<file path="config.mk">
export PLATFORM = sky130hd
export DESIGN_NAME = filtered_top_k_insertion_list_unit
export DESIGN_NICKNAME = d
export VERILOG_FILES = /design/src/design/ftkil_pkg.sv /design/src/design/ftkil_ctrl.sv /design/src/design/ftkil_dp.sv /design/src/design/filtered_top_k_insertion_list_unit.sv
export SDC_FILE = /design/constraint.sdc
export NUM_CORES = 2
export LEC_CHECK = 0
export BUFFER_PORTS_ARGS = -buffer_cell sky130_fd_sc_hd__buf_2
export CORE_MARGIN = 2
export CORE_UTILIZATION = 50
export CTS_BUF_LIST = sky130_fd_sc_hd__clkbuf_8
export CTS_CLUSTER_DIAMETER = 200
export DETAILED_ROUTE_END_ITERATION = 8
export MAX_ROUTING_LAYER = met4
export PLACE_DENSITY = 0.72
export SLEW_MARGIN = 25
export SYNTH_ARGS = -nofsm -noshare
export SYNTH_HDL_FRONTEND = slang
export SYNTH_SLANG_ARGS = --single-unit
export TNS_END_PERCENT = 30
</file>
<file path="constraint.sdc">
create_clock -name i_clk -period 8.9 [get_ports i_clk]
set_clock_uncertainty 0.1 [all_clocks]
set_input_delay 0.445 -clock i_clk [delete_from_list [all_inputs] [get_ports i_clk]]
set_output_delay 0.445 -clock i_clk [all_outputs]
set_load 0.01 [all_outputs]
</file>
<file path="src/design/ftkil_pkg.sv">
package ftkil_pkg;

    // list geometry
    localparam int MAX_KEEP = 16;
    localparam int IDX_W    = $clog2(MAX_KEEP);
    localparam int CNT_W    = $clog2(MAX_KEEP + 1);

    // field widths
    localparam int TAG_W    = 16;
    localparam int WEIGHT_W = 32;
    localparam int ID_W     = 16;
    localparam int RANK_W   = 4;
    localparam int CFG_IDX_W  = 2;
    localparam int CFG_DATA_W = 16;

    // configuration register indexes
    typedef enum logic [CFG_IDX_W-1:0] {
        CFG_MATCH_A = 2'd0,
        CFG_MATCH_B = 2'd1,
        CFG_MATCH_C = 2'd2,
        CFG_KEEP    = 2'd3
    } t_cfg_idx;

    localparam logic [CNT_W-1:0] KEEP_RESET = CNT_W'(MAX_KEEP);

    // controller to datapath
    typedef struct packed {
        logic capture;     // take the input word
        logic insert;      // apply the captured candidate to the list
        logic emit_load;   // move the entry at the emit index to the output register
        logic clear_fill;  // list emitted, empty it
    } t_dp_cmd;

    // datapath to controller
    typedef struct packed {
        logic final_item;  // captured word ends the set
        logic fill_zero;   // list holds nothing
        logic out_free;    // output register can take a word this cycle
        logic emit_last;   // emit index points at the last held entry
    } t_dp_stat;

endpackage

</file>
<file path="src/design/ftkil_ctrl.sv">
module ftkil_ctrl (
    input  logic                i_clk,
    input  logic                i_rst_n,
    input  logic                i_in_valid,
    input  ftkil_pkg::t_dp_stat i_stat,
    output ftkil_pkg::t_dp_cmd  o_cmd,
    output logic                o_in_stall
);

    typedef enum logic [1:0] {
        S_IDLE,
        S_INSERT,
        S_EMIT
    } t_state;

    t_state r_state;
    t_state n_state;

    // next state and commands
    always_comb begin
        n_state = r_state;
        o_cmd   = '0;
        unique case (r_state)
            S_IDLE: begin
                if (i_in_valid) begin
                    o_cmd.capture = 1'b1;
                    n_state       = S_INSERT;
                end
            end
            S_INSERT: begin
                o_cmd.insert = 1'b1;
                n_state      = i_stat.final_item ? S_EMIT : S_IDLE;
            end
            S_EMIT: begin
                if (i_stat.fill_zero) begin
                    n_state = S_IDLE;
                end else if (i_stat.out_free) begin
                    o_cmd.emit_load = 1'b1;
                    if (i_stat.emit_last) begin
                        o_cmd.clear_fill = 1'b1;
                        n_state          = S_IDLE;
                    end
                end
            end
            default: n_state = S_IDLE;
        endcase
    end

    always_ff @(posedge i_clk) begin
        if (!i_rst_n) begin
            r_state <= S_IDLE;
        end else begin
            r_state <= n_state;
        end
    end

    assign o_in_stall = (r_state != S_IDLE);

endmodule

</file>
<file path="src/design/ftkil_dp.sv">
module ftkil_dp (
    input  logic                                 i_clk,
    input  logic                                 i_rst_n,
    // configuration
    input  logic                                 i_cfg_we,
    input  logic [ftkil_pkg::CFG_IDX_W-1:0]      i_cfg_index,
    input  logic [ftkil_pkg::CFG_DATA_W-1:0]     i_cfg_data,
    // input word
    input  logic [ftkil_pkg::TAG_W-1:0]          i_group_a,
    input  logic [ftkil_pkg::TAG_W-1:0]          i_group_b,
    input  logic [ftkil_pkg::TAG_W-1:0]          i_group_c,
    input  logic signed [ftkil_pkg::WEIGHT_W-1:0] i_weight,
    input  logic [ftkil_pkg::ID_W-1:0]           i_entry_id,
    input  logic                                 i_final_item,
    // output word
    input  logic                                 i_out_stall,
    output logic                                 o_out_valid,
    output logic [ftkil_pkg::RANK_W-1:0]         o_rank,
    output logic [ftkil_pkg::ID_W-1:0]           o_kept_id,
    output logic signed [ftkil_pkg::WEIGHT_W-1:0] o_kept_weight,
    output logic                                 o_last_of_run,
    // control
    input  ftkil_pkg::t_dp_cmd                   i_cmd,
    output ftkil_pkg::t_dp_stat                  o_stat
);

    localparam int N  = ftkil_pkg::MAX_KEEP;
    localparam int CW = ftkil_pkg::CNT_W;
    localparam int IW = ftkil_pkg::IDX_W;

    // configuration registers
    logic [ftkil_pkg::TAG_W-1:0] r_match_a, r_match_b, r_match_c;
    logic [CW-1:0]               r_keep;

    always_ff @(posedge i_clk) begin
        if (!i_rst_n) begin
            r_match_a <= '0;
            r_match_b <= '0;
            r_match_c <= '0;
            r_keep    <= ftkil_pkg::KEEP_RESET;
        end else if (i_cfg_we) begin
            unique case (ftkil_pkg::t_cfg_idx'(i_cfg_index))
                ftkil_pkg::CFG_MATCH_A: r_match_a <= i_cfg_data[ftkil_pkg::TAG_W-1:0];
                ftkil_pkg::CFG_MATCH_B: r_match_b <= i_cfg_data[ftkil_pkg::TAG_W-1:0];
                ftkil_pkg::CFG_MATCH_C: r_match_c <= i_cfg_data[ftkil_pkg::TAG_W-1:0];
                ftkil_pkg::CFG_KEEP:    r_keep    <= i_cfg_data[CW-1:0];
                default: ;
            endcase
        end
    end

    // captured candidate
    logic                                 r_match;
    logic signed [ftkil_pkg::WEIGHT_W-1:0] r_w;
    logic [ftkil_pkg::ID_W-1:0]           r_id;
    logic                                 r_fin;

    always_ff @(posedge i_clk) begin
        if (i_cmd.capture) begin
            r_match <= (i_group_a == r_match_a) && (i_group_b == r_match_b)
                       && (i_group_c == r_match_c);
            r_w     <= i_weight;
            r_id    <= i_entry_id;
            r_fin   <= i_final_item;
        end
    end

    // kept list
    logic signed [ftkil_pkg::WEIGHT_W-1:0] r_ent_w  [N];
    logic [ftkil_pkg::ID_W-1:0]           r_ent_id [N];
    logic [CW-1:0]                        r_fill;
    logic [IW-1:0]                        r_emit_idx;

    // effective keep count, saturated at the list depth
    logic [CW-1:0] keep_eff;
    assign keep_eff = (r_keep > CW'(N)) ? CW'(N) : r_keep;

    // per-cell compare; the list is sorted so gt_f is a run from the insert point to fill
    logic [N-1:0] gt_f;
    logic [N-1:0] hit;
    logic [N-1:0] app;
    logic         found;
    logic         can_app;

    always_comb begin
        for (int i = 0; i < N; i++) begin
            gt_f[i] = (r_w > r_ent_w[i]) && (CW'(i) < r_fill);
        end
        for (int i = 0; i < N; i++) begin
            if (i == 0) begin
                hit[i] = gt_f[i] && (CW'(i) < keep_eff);
            end else begin
                hit[i] = gt_f[i] && !gt_f[i-1] && (CW'(i) < keep_eff);
            end
        end
        found   = |hit;
        can_app = !found && (r_fill < keep_eff);
        for (int i = 0; i < N; i++) begin
            app[i] = can_app && (CW'(i) == r_fill);
        end
    end

    logic do_ins;
    assign do_ins = i_cmd.insert && r_match;

    // list storage: shift behind the insert point, load at it
    always_ff @(posedge i_clk) begin
        if (do_ins) begin
            for (int i = 0; i < N; i++) begin
                if (hit[i] || app[i]) begin
                    r_ent_w[i]  <= r_w;
                    r_ent_id[i] <= r_id;
                end else if (i > 0 && found && gt_f[(i > 0) ? i-1 : 0]) begin
                    r_ent_w[i]  <= r_ent_w[(i > 0) ? i-1 : 0];
                    r_ent_id[i] <= r_ent_id[(i > 0) ? i-1 : 0];
                end
            end
        end
    end

    // fill count and emit index
    logic [CW-1:0] fill_inc;
    assign fill_inc = r_fill + CW'(1);

    always_ff @(posedge i_clk) begin
        if (!i_rst_n) begin
            r_fill     <= '0;
            r_emit_idx <= '0;
        end else begin
            if (i_cmd.clear_fill) begin
                r_fill     <= '0;
                r_emit_idx <= '0;
            end else begin
                if (do_ins && (can_app || (found && fill_inc <= keep_eff))) begin
                    r_fill <= fill_inc;
                end
                if (i_cmd.capture) begin
                    r_emit_idx <= '0;
                end else if (i_cmd.emit_load) begin
                    r_emit_idx <= r_emit_idx + IW'(1);
                end
            end
        end
    end

    logic emit_last;
    assign emit_last = ({1'b0, r_emit_idx} + CW'(1)) == r_fill;

    // output register
    logic out_free;
    assign out_free = !o_out_valid || !i_out_stall;

    always_ff @(posedge i_clk) begin
        if (!i_rst_n) begin
            o_out_valid <= 1'b0;
        end else if (i_cmd.emit_load) begin
            o_out_valid <= 1'b1;
        end else if (!i_out_stall) begin
            o_out_valid <= 1'b0;
        end
    end

    always_ff @(posedge i_clk) begin
        if (i_cmd.emit_load) begin
            o_rank        <= ftkil_pkg::RANK_W'(r_emit_idx);
            o_kept_id     <= r_ent_id[r_emit_idx];
            o_kept_weight <= r_ent_w[r_emit_idx];
            o_last_of_run <= emit_last;
        end
    end

    // status
    assign o_stat.final_item = r_fin;
    assign o_stat.fill_zero  = (r_fill == '0);
    assign o_stat.out_free   = out_free;
    assign o_stat.emit_last  = emit_last;

endmodule

</file>
<file path="src/design/filtered_top_k_insertion_list_unit.sv">
// Filtered top-k insertion list.
// Input channel (i_in_valid / o_in_stall) carries one candidate word: three
// group tags, a signed Q16.16 weight, an entry id and a final flag. Only words
// whose tags equal the match registers are kept, sorted by descending weight,
// ties behind older entries, at most keep_count of them.
// Output channel (o_out_valid / i_out_stall) returns the kept list best-first
// after a final word, one word per entry, last_of_run on the last one.
// Config port: i_cfg_we writes i_cfg_data into register i_cfg_index
// (0..2 match tags, 3 keep count); write only while the block is idle.
// Each word passes a capture step, then an insert step in which all sixteen
// cells compare in parallel; a new word is not taken before that insert.
// A final word then emits fill entries at one per cycle while the output is
// not stalled; the first result is loaded in the emit state after the insert.
// The input stalls during insert and emission. A stalled output word holds;
// emission waits on it without loss. Reset empties the list, sets the match
// tags to zero and keep count to sixteen; no clearing pass is needed.
module filtered_top_k_insertion_list_unit (
    input  logic                                 i_clk,
    input  logic                                 i_rst_n,
    input  logic                                 i_cfg_we,
    input  logic [ftkil_pkg::CFG_IDX_W-1:0]      i_cfg_index,
    input  logic [ftkil_pkg::CFG_DATA_W-1:0]     i_cfg_data,
    input  logic                                 i_in_valid,
    output logic                                 o_in_stall,
    input  logic [ftkil_pkg::TAG_W-1:0]          i_group_a,
    input  logic [ftkil_pkg::TAG_W-1:0]          i_group_b,
    input  logic [ftkil_pkg::TAG_W-1:0]          i_group_c,
    input  logic signed [ftkil_pkg::WEIGHT_W-1:0] i_weight,
    input  logic [ftkil_pkg::ID_W-1:0]           i_entry_id,
    input  logic                                 i_final_item,
    output logic                                 o_out_valid,
    input  logic                                 i_out_stall,
    output logic [ftkil_pkg::RANK_W-1:0]         o_rank,
    output logic [ftkil_pkg::ID_W-1:0]           o_kept_id,
    output logic signed [ftkil_pkg::WEIGHT_W-1:0] o_kept_weight,
    output logic                                 o_last_of_run
);

    ftkil_pkg::t_dp_cmd  cmd;
    ftkil_pkg::t_dp_stat stat;

    // sequencing
    ftkil_ctrl u_ctrl (
        .i_clk      (i_clk),
        .i_rst_n    (i_rst_n),
        .i_in_valid (i_in_valid),
        .i_stat     (stat),
        .o_cmd      (cmd),
        .o_in_stall (o_in_stall)
    );

    // list storage, compare row and output register
    ftkil_dp u_dp (
        .i_clk         (i_clk),
        .i_rst_n       (i_rst_n),
        .i_cfg_we      (i_cfg_we),
        .i_cfg_index   (i_cfg_index),
        .i_cfg_data    (i_cfg_data),
        .i_group_a     (i_group_a),
        .i_group_b     (i_group_b),
        .i_group_c     (i_group_c),
        .i_weight      (i_weight),
        .i_entry_id    (i_entry_id),
        .i_final_item  (i_final_item),
        .i_out_stall   (i_out_stall),
        .o_out_valid   (o_out_valid),
        .o_rank        (o_rank),
        .o_kept_id     (o_kept_id),
        .o_kept_weight (o_kept_weight),
        .o_last_of_run (o_last_of_run),
        .i_cmd         (cmd),
        .o_stat        (stat)
    );

endmodule

</file>
==> reports/qor.csv <==
metric,value,unit
end_kind,register,
cpMostUsedCell,buf_4,
drc,0,
min_to,u_dp.r_match$_DFFE_PP_,
dp_slack,1.590,ns
critPathMaxStageDelay,1.02,ns
finalHoldViolations,0,
yosys_warnings,0,
p_leak,25.21,nW
clkTransAtPathRegs,0.06,ns
cp_max_fo,27,
grt_antenna_before_repair,3,
grt_pass1_vias,39847,
cts_made_buffers,165,
ir_drop,137.7,uV
worstPathArrival,7.98,ns
final.period_utilization,85.41,%
worst_r2r_path_depth,15,
hp-start,i_group_b[9],
fin_cells,6345,
path_buf_inv,2,
synth_area,58280,um^2
max-slew-margin-rel,20.32,%
clkSinkCount,936,
cts-resized-gates,0,
fin_nets,5333,
fillerInstances,9371,
grt_max_degree,103,
final_cell_mix,"edfxtp_1, mux2_2, inv_1",
top_usage_layer,met2,
cpLargestDelayFamily,compound AO/OA/AOI/OAI gates,
rsz0062_at_grt,false,
ys_types,87,
synth_async_sr_flop_share,0,%
h-tree-depth,4,
use_met3,6.325,%
num_vias,40206,
clock_path_buffers,3,
setup_viol,0,
r2r_slack,1.30,ns
port_buffers,174,
dpl.hpwl,121.9,mm
netlist_instances,4387,
clk_latency,0.90,ns
finalCriticalPeriod,7.601,ns
p_per_area,147.9,nW/um^2
rows,125,
grtUsageTotal,31.15,%
grt-ovfl-total,0,
wirelength,182.4,mm
grt_pass1_wl,266.8,mm
area_growth,11.48,%
synth_nets,5033,
dr.pass1.iters,8,
gp_congestion,1.028,
r2r_start,u_dp.r_w[7]$_DFFE_PP_,
synth_ff_type,edfxtp_1,
cts_tree,built,
finalMaxSlewViolations,0,
synth_edf_count,871,
holdCritPathClass,in -> reg,
drv_cap,0,
drtIter0Drc,4744,
ant_nets,0,
core,115900,um^2
drive_gt1_share,30.41,%
holdPathStages,5,
setup_tns,0,ns
worstMarginPinSlew,1.184,ns
status,"finished, final reports clean",
crit_path_start_kind,register,
io_pins,175,
die_w,345.4,um
seq_area_frac_synth,47.11,%
path_class,reg -> reg,
viasPerCell,6.337,
synth-seq-cells,936,
reg2reg_to,u_dp.r_ent_w[13][16]$_DFFE_PP_,
cts_root_buf,clkbuf_8,
crit_chain,buf_4 -> ha_1 -> nand4_1 -> nor3b_2 -> o21ai_0 -> o211ai_1 -> a21oi_1 -> mux2i_1 -> nand3b_1 -> o2111ai_1 -> or3_4 -> nor3_2 -> a31oi_1 -> o21bai_4 -> buf_4,
start_util,50.29,%
avgSynthCellArea,13.29,um^2
layout_commonest_cell,edfxtp_1,
die-area,119300,um^2
gr-usage-met1,41.17,%
crit_slowest_cell,edfxtp_1,
required,9.27,ns
routedWlPerCell,28.75,um
use_met2,46.52,%
setup_slack,1.299,ns
timing.fmax,131.6,MHz
placed_cells,5965,
final_core_util,56.07,%
die_h,345.4,um
## cells in the mapped netlist, drive strengths merged (56+ instances only)
cell type	number	area (um^2)
nor2	57	230.2
dfxtp	65	1301
nand2	216	813.3
clkbuf	120	450.4
buf	93	699.4
a21oi	194	982.2
nand3	56	285.3
a21boi	56	420.4
nand4	107	669.4
edfxtp	871	26160
ha	526	6581
inv	523	1963
mux2	723	8344
mux4	240	5405
o21ai	78	390.4
## worst min-delay path: cells and delay by family
kind	cells	cell delay, ns
AND/OR/NAND/NOR	3	0.21
XOR/XNOR	1	0.14
buffers and inverters	1	0.08
## flip-flops by register name, indices dropped and copies added (netlist names)
signal              cells
u_dp.r_ent_id         256
u_dp.r_w               32
u_dp.r_match_a         16
u_dp.r_id              16
u_dp.r_match_b         16
u_dp.r_match_c         16
u_dp.r_emit_idx         4
u_dp.r_fill             5
u_dp.o_out_valid        1
u_ctrl.r_state          2
u_dp.o_kept_weight     32
u_dp.r_ent_w          512
u_dp.o_kept_id         16
u_dp.o_last_of_run      1
u_dp.r_keep             5
u_dp.r_match            1
u_dp.o_rank             4
u_dp.r_fin              1
## cell type report
cell class | instances | area [um^2] | share of cell area [%]
clock inverters | 123 | 734.5 | 1.130
well taps | 1524 | 1907 | 2.935
inverters | 524 | 1968 | 3.029
clock buffers | 175 | 2409 | 3.707
multi-input cells | 2714 | 27960 | 43.03
repair buffers | 346 | 2522 | 3.882
diodes | 3 | 7.507 | 0.01155
flip-flops and latches | 936 | 27470 | 42.28
## report_power, final
| group | switching [W] | leakage [nW] | internal, W | total [W] |
|---|---|---|---|---|
| combinational | 0.000406 | 15.0 | 0.000361 | 0.000767 |
| sequential | 0.0000694 | 8.39 | 0.00485 | 0.00491 |
| clock | 0.00195 | 1.78 | 0.00198 | 0.00393 |
| total | 0.00242 | 25.2 | 0.00719 | 0.00961 |
## per-layer routing
metal	vias up	wire [um]	part of all wire (%)
li1	17362	-	-
met1	20195	73900	41
met2	2235	82960	45
met3	414	17140	9.4
met4	0	8425	4.6
met5	-	0	0
## repair_timing
item	in CTS	in global routing
setup buffers	0	0
hold buffers	78	0
endpoints found under the hold margin	125	0
## worst max-delay path by stage
stage	startpoint	endpoint	slack, ns	cells past startpoint
after floorplan	u_dp.r_w[17]$_DFFE_PP_	u_dp.r_ent_id[7][0]$_DFFE_PP_	1.99	14
after global placement	u_dp.r_w[7]$_DFFE_PP_	u_dp.r_ent_w[4][16]$_DFFE_PP_	0.95	15
after detailed placement	u_dp.r_w[7]$_DFFE_PP_	u_dp.r_ent_id[12][12]$_DFFE_PP_	1.59	15
after CTS	u_dp.r_w[7]$_DFFE_PP_	u_dp.r_ent_w[13][16]$_DFFE_PP_	1.52	15
after global routing	u_dp.r_w[7]$_DFFE_PP_	u_dp.r_ent_w[13][16]$_DFFE_PP_	1.25	15
final	u_dp.r_w[7]$_DFFE_PP_	u_dp.r_ent_w[13][16]$_DFFE_PP_	1.30	15
## metrics by stage
stage / hold WS [ns] / area (um^2) / power (W)
floorplan: 0.3064 / 58280 / 0.005461
global placement: 0.3649 / 60910 / 0.005703
detailed placement: 0.3728 / 61020 / 0.005727
CTS: 0.01634 / 64940 / 0.009640
global route: 0.09991 / 64980 / 0.009901
finish: 0.07581 / 64980 / 0.009609
## cell families after synthesis
| logic type | Yosys count | share of synthesized area, % |
|---|---|---|
| fa+ha+maj | 526 | 11.29 |
| xor+xnor | 63 | 0.9467 |
| flops | 936 | 47.11 |
| buf+inv | 737 | 5.347 |
| compound gates | 534 | 5.946 |
| simple gates | 615 | 5.547 |
| mux | 976 | 23.81 |
(Power assumes the default switching activity.)
